<file path="src/rtl/bvjs_pkg.sv">
// Shared constants, types and the popcount function of the Jaccard block.
// No dependencies; imported by every module of the block.
package bvjs_pkg;

    localparam int WORD_W            = 64;
    localparam int POP_W             = 7;
    localparam int COUNT_W           = 15;
    localparam int SUM_W             = COUNT_W + 1;
    localparam int PCT_W             = 7;
    localparam int PROD_W            = COUNT_W + PCT_W;
    localparam int PCT_SCALE         = 100;
    localparam int COUNT_MAX         = (1 << COUNT_W) - 1;
    localparam int MAX_WORDS_DEFAULT = 256;
    localparam int QUEUE_DEPTH       = 2;
    localparam int QPTR_W            = (QUEUE_DEPTH > 1) ? $clog2(QUEUE_DEPTH) : 1;
    localparam int QCNT_W            = $clog2(QUEUE_DEPTH + 1);
    localparam int DIV_IDX_W         = $clog2(PCT_W);

    // sim_mode encodings
    localparam logic MODE_XOR = 1'b0;
    localparam logic MODE_AND = 1'b1;

    // Finished totals of one vector pair, handed from front to back.
    typedef struct packed {
        logic [COUNT_W-1:0] sim;
        logic [COUNT_W-1:0] uni;
    } bvjs_entry_t;

    // Queue status seen by both sides.
    typedef struct packed {
        logic              empty;
        logic [QCNT_W-1:0] count;
    } bvjs_qstat_t;

    // Population count of one 64-bit word as a six-level adder tree.
    function automatic logic [POP_W-1:0] popcount64(input logic [WORD_W-1:0] w);
        logic [1:0] l1 [32];
        logic [2:0] l2 [16];
        logic [3:0] l3 [8];
        logic [4:0] l4 [4];
        logic [5:0] l5 [2];
        for (int i = 0; i < 32; i++) begin
            l1[i] = {1'b0, w[2*i]} + {1'b0, w[2*i+1]};
        end
        for (int i = 0; i < 16; i++) begin
            l2[i] = {1'b0, l1[2*i]} + {1'b0, l1[2*i+1]};
        end
        for (int i = 0; i < 8; i++) begin
            l3[i] = {1'b0, l2[2*i]} + {1'b0, l2[2*i+1]};
        end
        for (int i = 0; i < 4; i++) begin
            l4[i] = {1'b0, l3[2*i]} + {1'b0, l3[2*i+1]};
        end
        for (int i = 0; i < 2; i++) begin
            l5[i] = {1'b0, l4[2*i]} + {1'b0, l4[2*i+1]};
        end
        return {1'b0, l5[0]} + {1'b0, l5[1]};
    endfunction

endpackage

</file>
<file path="src/rtl/bvjs_front.sv">
// Front end: accepts word pairs, counts bits and accumulates per-vector totals.
// Depends on bvjs_pkg; feeds bvjs_queue.
module bvjs_front #(
    parameter int MAX_WORDS = bvjs_pkg::MAX_WORDS_DEFAULT
) (
    input  logic                              clk,
    input  logic                              rst_n,
    input  logic                              cfg_valid,
    output logic                              cfg_ready,
    input  logic                              cfg_data,
    input  logic                              push,
    output logic                              full,
    input  logic [bvjs_pkg::WORD_W-1:0]       word_a,
    input  logic [bvjs_pkg::WORD_W-1:0]       word_b,
    input  logic                              last_word,
    output logic                              q_push,
    output bvjs_pkg::bvjs_entry_t             q_wdata,
    input  bvjs_pkg::bvjs_qstat_t             q_stat
);
    import bvjs_pkg::*;

    localparam longint RawCap   = longint'(MAX_WORDS) * WORD_W;
    localparam int     CountCap = (RawCap > COUNT_MAX) ? COUNT_MAX : int'(RawCap);
    localparam logic [SUM_W-1:0] CapSum = SUM_W'(CountCap);

    logic               mode_reg;
    logic               p1_valid_reg;
    logic               p1_last_reg;
    logic [POP_W-1:0]   p1_sim_pop_reg;
    logic [POP_W-1:0]   p1_uni_pop_reg;
    logic [COUNT_W-1:0] sim_acc_reg, sim_acc_next;
    logic [COUNT_W-1:0] uni_acc_reg, uni_acc_next;
    logic [SUM_W-1:0]   sim_sum, uni_sum;
    logic [COUNT_W-1:0] sim_sat, uni_sat;
    logic [WORD_W-1:0]  comb_word;
    logic               accept;
    logic [QCNT_W:0]    committed;

    assign cfg_ready = 1'b1;

    // A last word in the count stage already owns a queue slot.
    assign committed = {1'b0, q_stat.count} + (QCNT_W+1)'(p1_valid_reg & p1_last_reg);
    assign full      = (committed >= (QCNT_W+1)'(QUEUE_DEPTH));
    assign accept    = push & ~full;

    assign comb_word = (mode_reg == MODE_AND) ? (word_a & word_b) : (word_a ^ word_b);

    always_ff @(posedge clk or negedge rst_n) begin
        if (!rst_n) begin
            mode_reg     <= MODE_XOR;
            p1_valid_reg <= 1'b0;
        end else begin
            if (cfg_valid && cfg_ready) begin
                mode_reg <= cfg_data;
            end
            p1_valid_reg <= accept;
        end
    end

    always_ff @(posedge clk) begin
        if (accept) begin
            p1_last_reg    <= last_word;
            p1_sim_pop_reg <= popcount64(comb_word);
            p1_uni_pop_reg <= popcount64(word_a | word_b);
        end
    end

    always_comb begin
        sim_sum = SUM_W'(sim_acc_reg) + SUM_W'(p1_sim_pop_reg);
        uni_sum = SUM_W'(uni_acc_reg) + SUM_W'(p1_uni_pop_reg);
        sim_sat = (sim_sum > CapSum) ? CapSum[COUNT_W-1:0] : sim_sum[COUNT_W-1:0];
        uni_sat = (uni_sum > CapSum) ? CapSum[COUNT_W-1:0] : uni_sum[COUNT_W-1:0];

        sim_acc_next = sim_acc_reg;
        uni_acc_next = uni_acc_reg;
        if (p1_valid_reg) begin
            if (p1_last_reg) begin
                sim_acc_next = '0;
                uni_acc_next = '0;
            end else begin
                sim_acc_next = sim_sat;
                uni_acc_next = uni_sat;
            end
        end
    end

    assign q_push      = p1_valid_reg & p1_last_reg;
    assign q_wdata.sim = sim_sat;
    assign q_wdata.uni = uni_sat;

    always_ff @(posedge clk or negedge rst_n) begin
        if (!rst_n) begin
            sim_acc_reg <= '0;
            uni_acc_reg <= '0;
        end else begin
            sim_acc_reg <= sim_acc_next;
            uni_acc_reg <= uni_acc_next;
        end
    end

endmodule

</file>
<file path="src/rtl/bvjs_queue.sv">
// Short queue of finished vector totals between front end and back end.
// Depends on bvjs_pkg.
module bvjs_queue (
    input  logic                   clk,
    input  logic                   rst_n,
    input  logic                   wr_en,
    input  bvjs_pkg::bvjs_entry_t  wr_data,
    input  logic                   rd_en,
    output bvjs_pkg::bvjs_entry_t  rd_data,
    output bvjs_pkg::bvjs_qstat_t  stat
);
    import bvjs_pkg::*;

    bvjs_entry_t       mem [QUEUE_DEPTH];
    logic [QPTR_W-1:0] wr_ptr_reg, wr_ptr_next;
    logic [QPTR_W-1:0] rd_ptr_reg, rd_ptr_next;
    logic [QCNT_W-1:0] count_reg, count_next;

    function automatic logic [QPTR_W-1:0] bump(input logic [QPTR_W-1:0] p);
        return (p == QPTR_W'(QUEUE_DEPTH - 1)) ? '0 : p + QPTR_W'(1);
    endfunction

    always_comb begin
        wr_ptr_next = wr_en ? bump(wr_ptr_reg) : wr_ptr_reg;
        rd_ptr_next = rd_en ? bump(rd_ptr_reg) : rd_ptr_reg;
        count_next  = count_reg + QCNT_W'(wr_en) - QCNT_W'(rd_en);
    end

    always_ff @(posedge clk or negedge rst_n) begin
        if (!rst_n) begin
            wr_ptr_reg <= '0;
            rd_ptr_reg <= '0;
            count_reg  <= '0;
        end else begin
            wr_ptr_reg <= wr_ptr_next;
            rd_ptr_reg <= rd_ptr_next;
            count_reg  <= count_next;
        end
    end

    always_ff @(posedge clk) begin
        if (wr_en) begin
            mem[wr_ptr_reg] <= wr_data;
        end
    end

    assign rd_data    = mem[rd_ptr_reg];
    assign stat.empty = (count_reg == '0);
    assign stat.count = count_reg;

endmodule

</file>
<file path="src/rtl/bvjs_back.sv">
// Back end: scales the totals, divides bit by bit and holds the result.
// Depends on bvjs_pkg; drains bvjs_queue.
module bvjs_back (
    input  logic                          clk,
    input  logic                          rst_n,
    input  bvjs_pkg::bvjs_qstat_t         q_stat,
    input  bvjs_pkg::bvjs_entry_t         q_rdata,
    output logic                          q_pop,
    output logic                          empty,
    input  logic                          pop,
    output logic [bvjs_pkg::COUNT_W-1:0]  sim_count,
    output logic [bvjs_pkg::COUNT_W-1:0]  union_count,
    output logic [bvjs_pkg::PCT_W-1:0]    jaccard_pct,
    output logic                          empty_union
);
    import bvjs_pkg::*;

    typedef enum logic [1:0] {
        B_IDLE,
        B_MUL,
        B_DIV,
        B_HOLD
    } back_state_t;

    back_state_t          state_reg, state_next;
    logic [COUNT_W-1:0]   s_reg, s_next;
    logic [COUNT_W-1:0]   u_reg, u_next;
    logic [PROD_W-1:0]    rem_reg, rem_next;
    logic [PCT_W-1:0]     quo_reg, quo_next;
    logic [DIV_IDX_W-1:0] bit_reg, bit_next;
    logic                 res_valid_reg, res_valid_next;
    logic [COUNT_W-1:0]   res_sim_reg, res_sim_next;
    logic [COUNT_W-1:0]   res_uni_reg, res_uni_next;
    logic [PCT_W-1:0]     res_pct_reg, res_pct_next;
    logic                 res_empty_reg, res_empty_next;
    logic [PROD_W-1:0]    trial;
    logic                 u_zero;

    assign trial  = PROD_W'(u_reg) << bit_reg;
    assign u_zero = (u_reg == '0);

    always_comb begin
        state_next     = state_reg;
        s_next         = s_reg;
        u_next         = u_reg;
        rem_next       = rem_reg;
        quo_next       = quo_reg;
        bit_next       = bit_reg;
        res_valid_next = res_valid_reg;
        res_sim_next   = res_sim_reg;
        res_uni_next   = res_uni_reg;
        res_pct_next   = res_pct_reg;
        res_empty_next = res_empty_reg;
        q_pop          = 1'b0;

        if (pop && res_valid_reg) begin
            res_valid_next = 1'b0;
        end

        unique case (state_reg)
            B_IDLE: begin
                if (!q_stat.empty) begin
                    q_pop      = 1'b1;
                    s_next     = q_rdata.sim;
                    u_next     = q_rdata.uni;
                    state_next = B_MUL;
                end
            end
            B_MUL: begin
                rem_next   = PROD_W'(s_reg) * PROD_W'(PCT_SCALE);
                quo_next   = '0;
                bit_next   = DIV_IDX_W'(PCT_W - 1);
                state_next = B_DIV;
            end
            B_DIV: begin
                if (rem_reg >= trial) begin
                    rem_next          = rem_reg - trial;
                    quo_next[bit_reg] = 1'b1;
                end
                if (bit_reg == '0) begin
                    state_next = B_HOLD;
                end else begin
                    bit_next = bit_reg - DIV_IDX_W'(1);
                end
            end
            B_HOLD: begin
                if (!res_valid_reg || pop) begin
                    res_valid_next = 1'b1;
                    res_sim_next   = s_reg;
                    res_uni_next   = u_reg;
                    res_empty_next = u_zero;
                    if (u_zero) begin
                        res_pct_next = '0;
                    end else if (quo_reg > PCT_W'(PCT_SCALE)) begin
                        res_pct_next = PCT_W'(PCT_SCALE);
                    end else begin
                        res_pct_next = quo_reg;
                    end
                    state_next = B_IDLE;
                end
            end
            default: state_next = B_IDLE;
        endcase
    end

    always_ff @(posedge clk or negedge rst_n) begin
        if (!rst_n) begin
            state_reg     <= B_IDLE;
            s_reg         <= '0;
            u_reg         <= '0;
            rem_reg       <= '0;
            quo_reg       <= '0;
            bit_reg       <= '0;
            res_valid_reg <= 1'b0;
            res_sim_reg   <= '0;
            res_uni_reg   <= '0;
            res_pct_reg   <= '0;
            res_empty_reg <= 1'b0;
        end else begin
            state_reg     <= state_next;
            s_reg         <= s_next;
            u_reg         <= u_next;
            rem_reg       <= rem_next;
            quo_reg       <= quo_next;
            bit_reg       <= bit_next;
            res_valid_reg <= res_valid_next;
            res_sim_reg   <= res_sim_next;
            res_uni_reg   <= res_uni_next;
            res_pct_reg   <= res_pct_next;
            res_empty_reg <= res_empty_next;
        end
    end

    assign empty       = ~res_valid_reg;
    assign sim_count   = res_sim_reg;
    assign union_count = res_uni_reg;
    assign jaccard_pct = res_pct_reg;
    assign empty_union = res_empty_reg;

endmodule

</file>
<file path="src/rtl/bit_vector_jaccard_similarity.sv">
// Top level of the bit-vector Jaccard similarity block.
// Depends on bvjs_pkg, bvjs_front, bvjs_queue and bvjs_back.
//
//   Channel   Handshake               Payload
//   -------   ---------------------   ------------------------------------------------
//   input     push / full             word_a, word_b, last_word
//   result    empty / pop             sim_count, union_count, jaccard_pct, empty_union
//   config    cfg_valid / cfg_ready   cfg_data (sim_mode)
//
// One word pair is taken per cycle while full is low; its bit counts are registered
// in the count stage, then added into the totals. Each finished vector costs the back
// end a pop, a scale by 100, seven divider steps and the output load. Vectors
// shorter than ten words, or a receiver that stops popping, fill the two-entry
// queue and raise full. Reset is asynchronous and active low; it clears both
// totals, the queue and the output register, and sets sim_mode to XOR.
module bit_vector_jaccard_similarity #(
    parameter int MAX_WORDS = bvjs_pkg::MAX_WORDS_DEFAULT
) (
    input  logic                          clk,
    input  logic                          rst_n,
    // Configuration write channel; the write data is sim_mode.
    input  logic                          cfg_valid,
    output logic                          cfg_ready,
    input  logic                          cfg_data,
    // Word-pair input, queue style.
    input  logic                          push,
    output logic                          full,
    input  logic [bvjs_pkg::WORD_W-1:0]   word_a,
    input  logic [bvjs_pkg::WORD_W-1:0]   word_b,
    input  logic                          last_word,
    // Result output, queue style.
    output logic                          empty,
    input  logic                          pop,
    output logic [bvjs_pkg::COUNT_W-1:0]  sim_count,
    output logic [bvjs_pkg::COUNT_W-1:0]  union_count,
    output logic [bvjs_pkg::PCT_W-1:0]    jaccard_pct,
    output logic                          empty_union
);
    import bvjs_pkg::*;

    // Totals of a finished vector pair travel through the queue as one
    // transaction; the back end pops it when its divider is free.
    logic        q_push;
    logic        q_pop;
    bvjs_entry_t q_wdata;
    bvjs_entry_t q_rdata;
    bvjs_qstat_t q_stat;

    bvjs_front #(
        .MAX_WORDS (MAX_WORDS)
    ) u_front (
        .clk       (clk),
        .rst_n     (rst_n),
        .cfg_valid (cfg_valid),
        .cfg_ready (cfg_ready),
        .cfg_data  (cfg_data),
        .push      (push),
        .full      (full),
        .word_a    (word_a),
        .word_b    (word_b),
        .last_word (last_word),
        .q_push    (q_push),
        .q_wdata   (q_wdata),
        .q_stat    (q_stat)
    );

    bvjs_queue u_queue (
        .clk     (clk),
        .rst_n   (rst_n),
        .wr_en   (q_push),
        .wr_data (q_wdata),
        .rd_en   (q_pop),
        .rd_data (q_rdata),
        .stat    (q_stat)
    );

    // The back end owns the output register, so empty is simply its
    // inverted valid flag.
    bvjs_back u_back (
        .clk         (clk),
        .rst_n       (rst_n),
        .q_stat      (q_stat),
        .q_rdata     (q_rdata),
        .q_pop       (q_pop),
        .empty       (empty),
        .pop         (pop),
        .sim_count   (sim_count),
        .union_count (union_count),
        .jaccard_pct (jaccard_pct),
        .empty_union (empty_union)
    );

endmodule

</file>
<file path="config.mk">
export PLATFORM = sky130hd
export DESIGN_NAME = bit_vector_jaccard_similarity
export DESIGN_NICKNAME = d
export VERILOG_FILES = /design/src/rtl/bvjs_pkg.sv /design/src/rtl/bvjs_front.sv /design/src/rtl/bvjs_queue.sv /design/src/rtl/bvjs_back.sv /design/src/rtl/bit_vector_jaccard_similarity.sv
export SDC_FILE = /design/constraint.sdc
export NUM_CORES = 1
export LEC_CHECK = 0
export BUFFER_PORTS_ARGS = -buffer_cell sky130_fd_sc_hd__clkbuf_2
export CORE_AREA = 2 2 194 196
export DETAILED_ROUTE_END_ITERATION = 7
export DIE_AREA = 0 0 196 198
export PLACE_DENSITY = 0.7
export SETUP_SLACK_MARGIN = 0.1
export SLEW_MARGIN = 20
export SYNTH_ARGS = -nofsm -noshare
export SYNTH_HDL_FRONTEND = slang
export SYNTH_SLANG_ARGS = --single-unit
</file>
<file path="constraint.sdc">
create_clock -name clk -period 8.75 [get_ports clk]
set_input_delay 0.875 -clock clk [delete_from_list [all_inputs] [get_ports clk]]
set_output_delay 0.875 -clock clk [all_outputs]
set_load 0.03 [all_outputs]
</file>
==> results of run 1 <==
-- per-layer routing --
metal	share of wire (%)	up-vias	GRT usage, %
met5	0.035	-	0
met4	2.5	2	5.443
met3	4.3	71	3.083
met2	50	236	35.32
met1	43	6238	24.61
li1	-	6373	-
-- final cells by class --
class	instances	share of cell area (%)
multi-input combinational	1200	54.80
sequential	214	27.71
tap	474	2.867
inverter	333	6.043
clock inverter	13	0.8046
timing repair buffer	185	4.640
clock buffer	31	3.134
-- worst paths after layout --
check                                            end  depth (start not counted)
min reg2reg                      u_back.sim_count[7]                          2
max                        u_front.p1_sim_pop_reg[6]                         22
max reg2reg                u_front.p1_sim_pop_reg[6]                         22
min in group clk                 u_back.sim_count[7]                          2
min                             u_back.sim_count[13]                          1
max in group asynchronous           u_front.mode_reg                          2
-- through the flow --
step	setup WS, ps	instance area [sq um]
final	1471	20680
after global routing	990.7	20680
after CTS	1435	20680
after detailed placement	1294	19870
after global placement	1363	19870
after floorplan	1717	18540
-- cell usage in the layout, fill, tap and decap left out, drive strengths merged, types with 16 or more instances in the layout --
cell / instances
a21o: 16
a21oi: 71
clkbuf: 204
dfrtp: 139
edfxtp: 75
fa: 121
ha: 253
inv: 333
mux2: 59
mux2i: 90
nand2: 83
nor2: 107
nor2b: 22
nor3: 24
o21ai: 75
xnor2: 42
xor2: 22
-- worst max-delay path, stage by stage, from the launching register on --
cell,delay (ps)
dfrtp_2,530
buf_4,530
mux2_2,420
fa_1,570
fa_1,460
fa_1,560
inv_1,60
fa_1,450
fa_1,510
inv_1,50
fa_1,480
inv_1,60
fa_1,500
fa_1,540
inv_1,40
ha_1,210
fa_1,400
a21oi_1,140
nor2_1,50
nor2_1,160
nor2b_1,60
o21ai_0,140
nand2b_1,80
-- logic make-up (layout without fill, tap and decap cells) --
family	after synthesis	after routing	synth area share, %
AO/OA/AOI/OAI	296	296	10.83
XOR/XNOR	64	64	3.024
adder cells (fa/ha/maj)	374	374	30.15
buffers and inverters	393	562	8.073
flip-flops	214	214	30.92
multiplexers	155	155	9.174
other	1	1	0.02023
AND/OR/NAND/NOR	310	310	7.810
==> summary.txt, run 1 <==
Status
  – Outcome: finished clean

GRT
  – Overall routing resource usage: 19.67%
  – Vias in the first global route: 13378
  – First-pass GRT wire length: 63.09 mm
  – Largest net degree at the start of global routing: 79
  – Antenna violations before repair: 2
  – GR Overflow Total: 0

Synthesis
  – Commonest cells in the netlist: 333 x inv_1, 253 x ha_1, 139 x dfrtp_1
  – Synth Warn #: 0
  – Post-synth EDFFs: 75
  – Largest cells by area after synthesis: dfrtp_1 19%, ha_1 17%, fa_1 13%
  – Synthesized area: 18540 sq um
  – Distinct cells, synth: 76
  – Cells after Synth: 1807
  – Synth async-reset ratio: 64.95%
  – Mean Syn Cell Area: 10.26 sq um
  – Register area share after synthesis: 30.92%
  – Syn_nets: 2316
  – Largest area contributor in the netlist: dfrtp_1
  – Main flop type after synthesis: dfrtp_1
  – Synth top area share: 18.77%
  – Most frequent cell after synthesis: inv_1
  – #FFs+latches synth: 214

Clock network
  – H-Tree Level Count: 1
  – Number of CTS-inserted buffers: 24
  – CTS tree: yes
  – CTS Sinks: 214
  – CTS Hold Bufs: 0
  – Worst-Skew Late Latency: 510 ps
  – Post-cts sizing count: 0
  – Post-CTS Setup Bufs: 0
  – CTS clk-pin slew, worst paths: 60 ps
  – Max clock buf depth: 3
  – Root Buffer: clkbuf_16

Die
  – Die area: 38810 sq um
  – Die Y: 198 microns
  – Core area: 36960 sq um
  – Number of placement rows: 71
  – Initial Utilization: 50.16%
  – Ports: 176
  – Die Width: 196 microns

Layout
  – Max FFs per register: 60
  – Layout area overhead: 11.59%
  – Area taken by multi-input logic gates: 11330 sq um
  – Layout cells sized above 1: 15.49%
  – Layout net count: 2467
  – Antenna Diode Count: 0
  – Fin cells: 2450
  – Sequential cell area: 5732 sq um
  – Layout filler cell count: 3178
  – Final core utilization: 55.97%

STA
  – Slew @ Worst Pin: 1020 ps
  – RSZ-0062 raised after global routing: no
  – Slew Viols, Final: 0
  – Fin. Hold Viols: 0
  – Final period util: 83.19%
  – Post-layout minimum cycle time: 7279 ps
  – Rel. slew slack: 31.97%
  – Maximum operating frequency: 137.4 MHz
  – Worst Hold Slack: 381.9 ps
  – Final setup vio count: 0
  – Sum of negative setup slack: 0 ps
  – Setup Skew: 9.026 ps

Routing
  – Final wirelength: 37.62 mm
  – DR pass1 iterations: 4
  – Initial DRC count: 592
  – DRC Markers: 0
  – DR vias: 12920
  – Vias per std cell: 5.273
  – DR WL/cell: 15.36 microns
  – Post-detailed-route count of antenna-violating nets: 0

Placement
  – Placer Congestion: 0.8947
  – Buffers on Ports: 174
  – DP Cell Count: 2406
  – Post-DP HPWL: 30.84 mm

Worst setup path
  – Crit path kind: reg2reg
  – FF-to-FF Start: u_front.mode_reg
  – CP startpoint: u_front.mode_reg
  – CP Launch Type: register
  – Arr. time, crit path: 7540 ps
  – CP Max Fanout: 37
  – Worst R2R Setup Slack: 1470 ps
  – Crit path capture type: register
  – CP required: 9010 ps

Run
  – Max Cap Viol: 0

Worst hold path
  – Hold crit path type: in2async
Power of run 1 is left out: the tool's default activity adds up to more than one toggle a clock period on the data nets, which glitch-free logic cannot reach.
==> inputs of run 2 (changes only) <==
Clock period 8.75 ns to 7.1 ns, I/O delays scaled along.
==> run 2 against run 1 <==
  * First-iteration DRC count is 24% lower
  * Flip-flop and latch count stayed put
  * Setup slack lost 1100 ps
  * Critical endpoint unchanged
  * Critical path type unchanged
==> summary.txt, run 2 (synthesis results as in run 1) <==
Status
  – Outcome: finished clean

Layout
  – Layout filler cell count: 3169 (-0.28%)
  – Fin cells: 2463 (+0.53%)
  – Layout net count: 2480 (+0.53%)
  – Most common cell after layout, fill and taps aside: inv_1
  – Sequential cell area: 5732 sq um (unchanged)
  – Layout cells sized above 1: 16.34% (+0.85 points)
  – Layout area overhead: 12.46%
  – Area taken by multi-input logic gates: 11340 sq um (about the same)
  – Commonest non-fill, non-tap cells in the layout: 333 x inv_1, 253 x ha_1, 173 x clkbuf_2
  – Max FFs per register: 60 (unchanged)
  – Antenna Diode Count: 0 (unchanged)

Routing
  – DR pass1 iterations: 5 (+1)
  – Vias per std cell: 5.307 (+0.63%)
  – Final wirelength: 38.50 mm (+2.3%)
  – Post-detailed-route count of antenna-violating nets: 0 (unchanged)
  – Met3 wire len: 1.719 mm (+6.8%)
  – Initial DRC count: 451 (-24%)
  – Highest metal used: met4
  – DR WL/cell: 15.63 microns (+1.8%)
  – Met2 wire len: 19.23 mm (+1.8%)
  – DRC Markers: 0 (unchanged)
  – DRT met1 WL: 16.31 mm (+0.81%)
  – DR vias: 13071 (+1.2%)

Die
  – Core area: 36960 sq um (unchanged)
  – Ports: 176 (unchanged)
  – Die Y: 198 microns (unchanged)
  – Number of placement rows: 71 (unchanged)
  – Die Width: 196 microns (unchanged)
  – Initial Utilization: 50.16% (unchanged)
  – Die area: 38810 sq um (unchanged)

Placement
  – Buffers on Ports: 174 (unchanged)
  – Dpl ws: -158.1 ps (-1452 ps)
  – Post-DP HPWL: 30.87 mm (+0.11%)
  – Placer Congestion: 0.8969 (+0.25%)
  – DP Cell Count: 2411 (+0.21%)

Worst setup path
  – Crit path kind: reg2reg
  – Crit path capture type: register
  – R2R depth: 24 (+9.1%)
  – Arr. time, crit path: 6980 ps (-560 ps)
  – Slowest library cell on the worst path: fa_1
  – CP startpoint: u_front.mode_reg
  – FF-to-FF Start: u_front.mode_reg
  – CP Max Fanout: 18 (-51%)
  – Most used cell, CP: fa_1
  – CP required: 7370 ps (-1640 ps)
  – CP Launch Type: register
  – Worst R2R Setup Slack: 390 ps (-1080 ps)
  – Critical Path Max Stage Delay: 560 ps (about the same)
  – Worst-path cell chain: buf_4 > clkbuf_16 > mux2i_1 > fa_1 > inv_1 > fa_1 > inv_1 > fa_1 > fa_1 > inv_1 > fa_1 > fa_1 > inv_1 > fa_1 > fa_1 > inv_1 > ha_1 > fa_2 > a21oi_2 > nor2_1 > nor2_1 > nor2b_1 > o21ai_1 > nand2b_1
  – R2r endpoint: u_front.p1_sim_pop_reg[6]

STA
  – Post-layout minimum cycle time: 6714 ps (-565.1 ps)
  – Maximum operating frequency: 149.0 MHz (+8.4%)
  – Sum of negative setup slack: 0 ps (unchanged)
  – Rel. slew slack: 34.32% (+2.3 points)
  – Slew @ Worst Pin: 985.1 ps (-35.25 ps)
  – Worst Hold Slack: 167.4 ps (-214.5 ps)
  – Final WS setup: 386.4 ps (-1085 ps)
  – Setup Skew: 11.15 ps (+2.120 ps)
  – Final setup vio count: 0 (unchanged)
  – Fin. Hold Viols: 0 (unchanged)
  – Final period util: 94.56% (+11 points)
  – Slew Viols, Final: 0 (unchanged)
  – RSZ-0062 raised after global routing: no

Clock network
  – CTS clk-pin slew, worst paths: 70 ps (about the same)
  – Number of CTS-inserted buffers: 24 (unchanged)
  – CTS Hold Bufs: 0 (unchanged)
  – CTS tree: yes
  – H-Tree Level Count: 1 (unchanged)
  – CTS Sinks: 214 (unchanged)
  – Max clock buf depth: 3 (unchanged)
  – Root Buffer: clkbuf_16
  – Worst-Skew Late Latency: 520 ps (about the same)

GRT
  – First-pass GRT wire length: 64.23 mm (+1.8%)
  – GR Overflow Total: 0 (unchanged)
  – Antenna violations before repair: 0 (-2)
  – Vias in the first global route: 13541 (+1.2%)
  – Overall routing resource usage: 20.11% (+0.44 points)
  – Largest net degree at the start of global routing: 77 (-2.5%)

Worst hold path
  – Hold crit path type: in2async

Run
  – Max Cap Viol: 0 (unchanged)
## run 2: critical path, delay by kind of cell, from the launching register on
family	cells	cell delay (ps)
muxes	1	150
adders and majority gates	10	4650
AOI/OAI and AO/OA	2	240
and+or+nand+nor	4	320
DFF	1	470
buffers and inverters	7	610
## run 2: stage by stage
step	util (%)	instance area (sq um)
6_report	56.41	20850
3_5_place_dp	53.89	19920
2_1_floorplan	-	18540
3_3_place_gp	53.89	19920
4_1_cts	56.09	20730
5_1_grt	56.41	20850
## run 2: cell type report
| class | count | area share (%) |
|---|---|---|
| tap | 474 | 2.845 |
| clock buffer | 27 | 3.133 |
| multi-input combinational | 1200 | 54.40 |
| timing repair buffer | 198 | 5.360 |
| sequential | 214 | 27.50 |
| inverter | 333 | 5.996 |
| clock inverter | 17 | 0.7683 |
## run 2: metal layers
layer  global-route usage, %  vias to the layer above
li1                        -                     6413
met1                   24.76                     6315
met2                   36.05                      256
met3                   3.321                       87
met4                   6.425                        0
met5                       0                        -
## run 2: worst max-delay path by stage
stage,endpoint,slack [ps],cells past startpoint
5_1_grt,u_front.p1_sim_pop_reg[6],110,24
3_3_place_gp,u_front.p1_sim_pop_reg[6],-70,24
3_5_place_dp,u_front.p1_sim_pop_reg[6],-160,24
2_1_floorplan,u_front.p1_sim_pop_reg[6],120,23
4_1_cts,u_front.p1_sim_pop_reg[6],150,22
6_report,u_front.p1_sim_pop_reg[6],390,24
## run 2: what timing repair did
action                                 in CTS  in global routing
setup endpoints to repair                   0                  2
resized for setup                           0                  7
buffers inserted                            0                  6
endpoints found under the hold margin       0                  0
Power of run 2 is left out for the same reason.
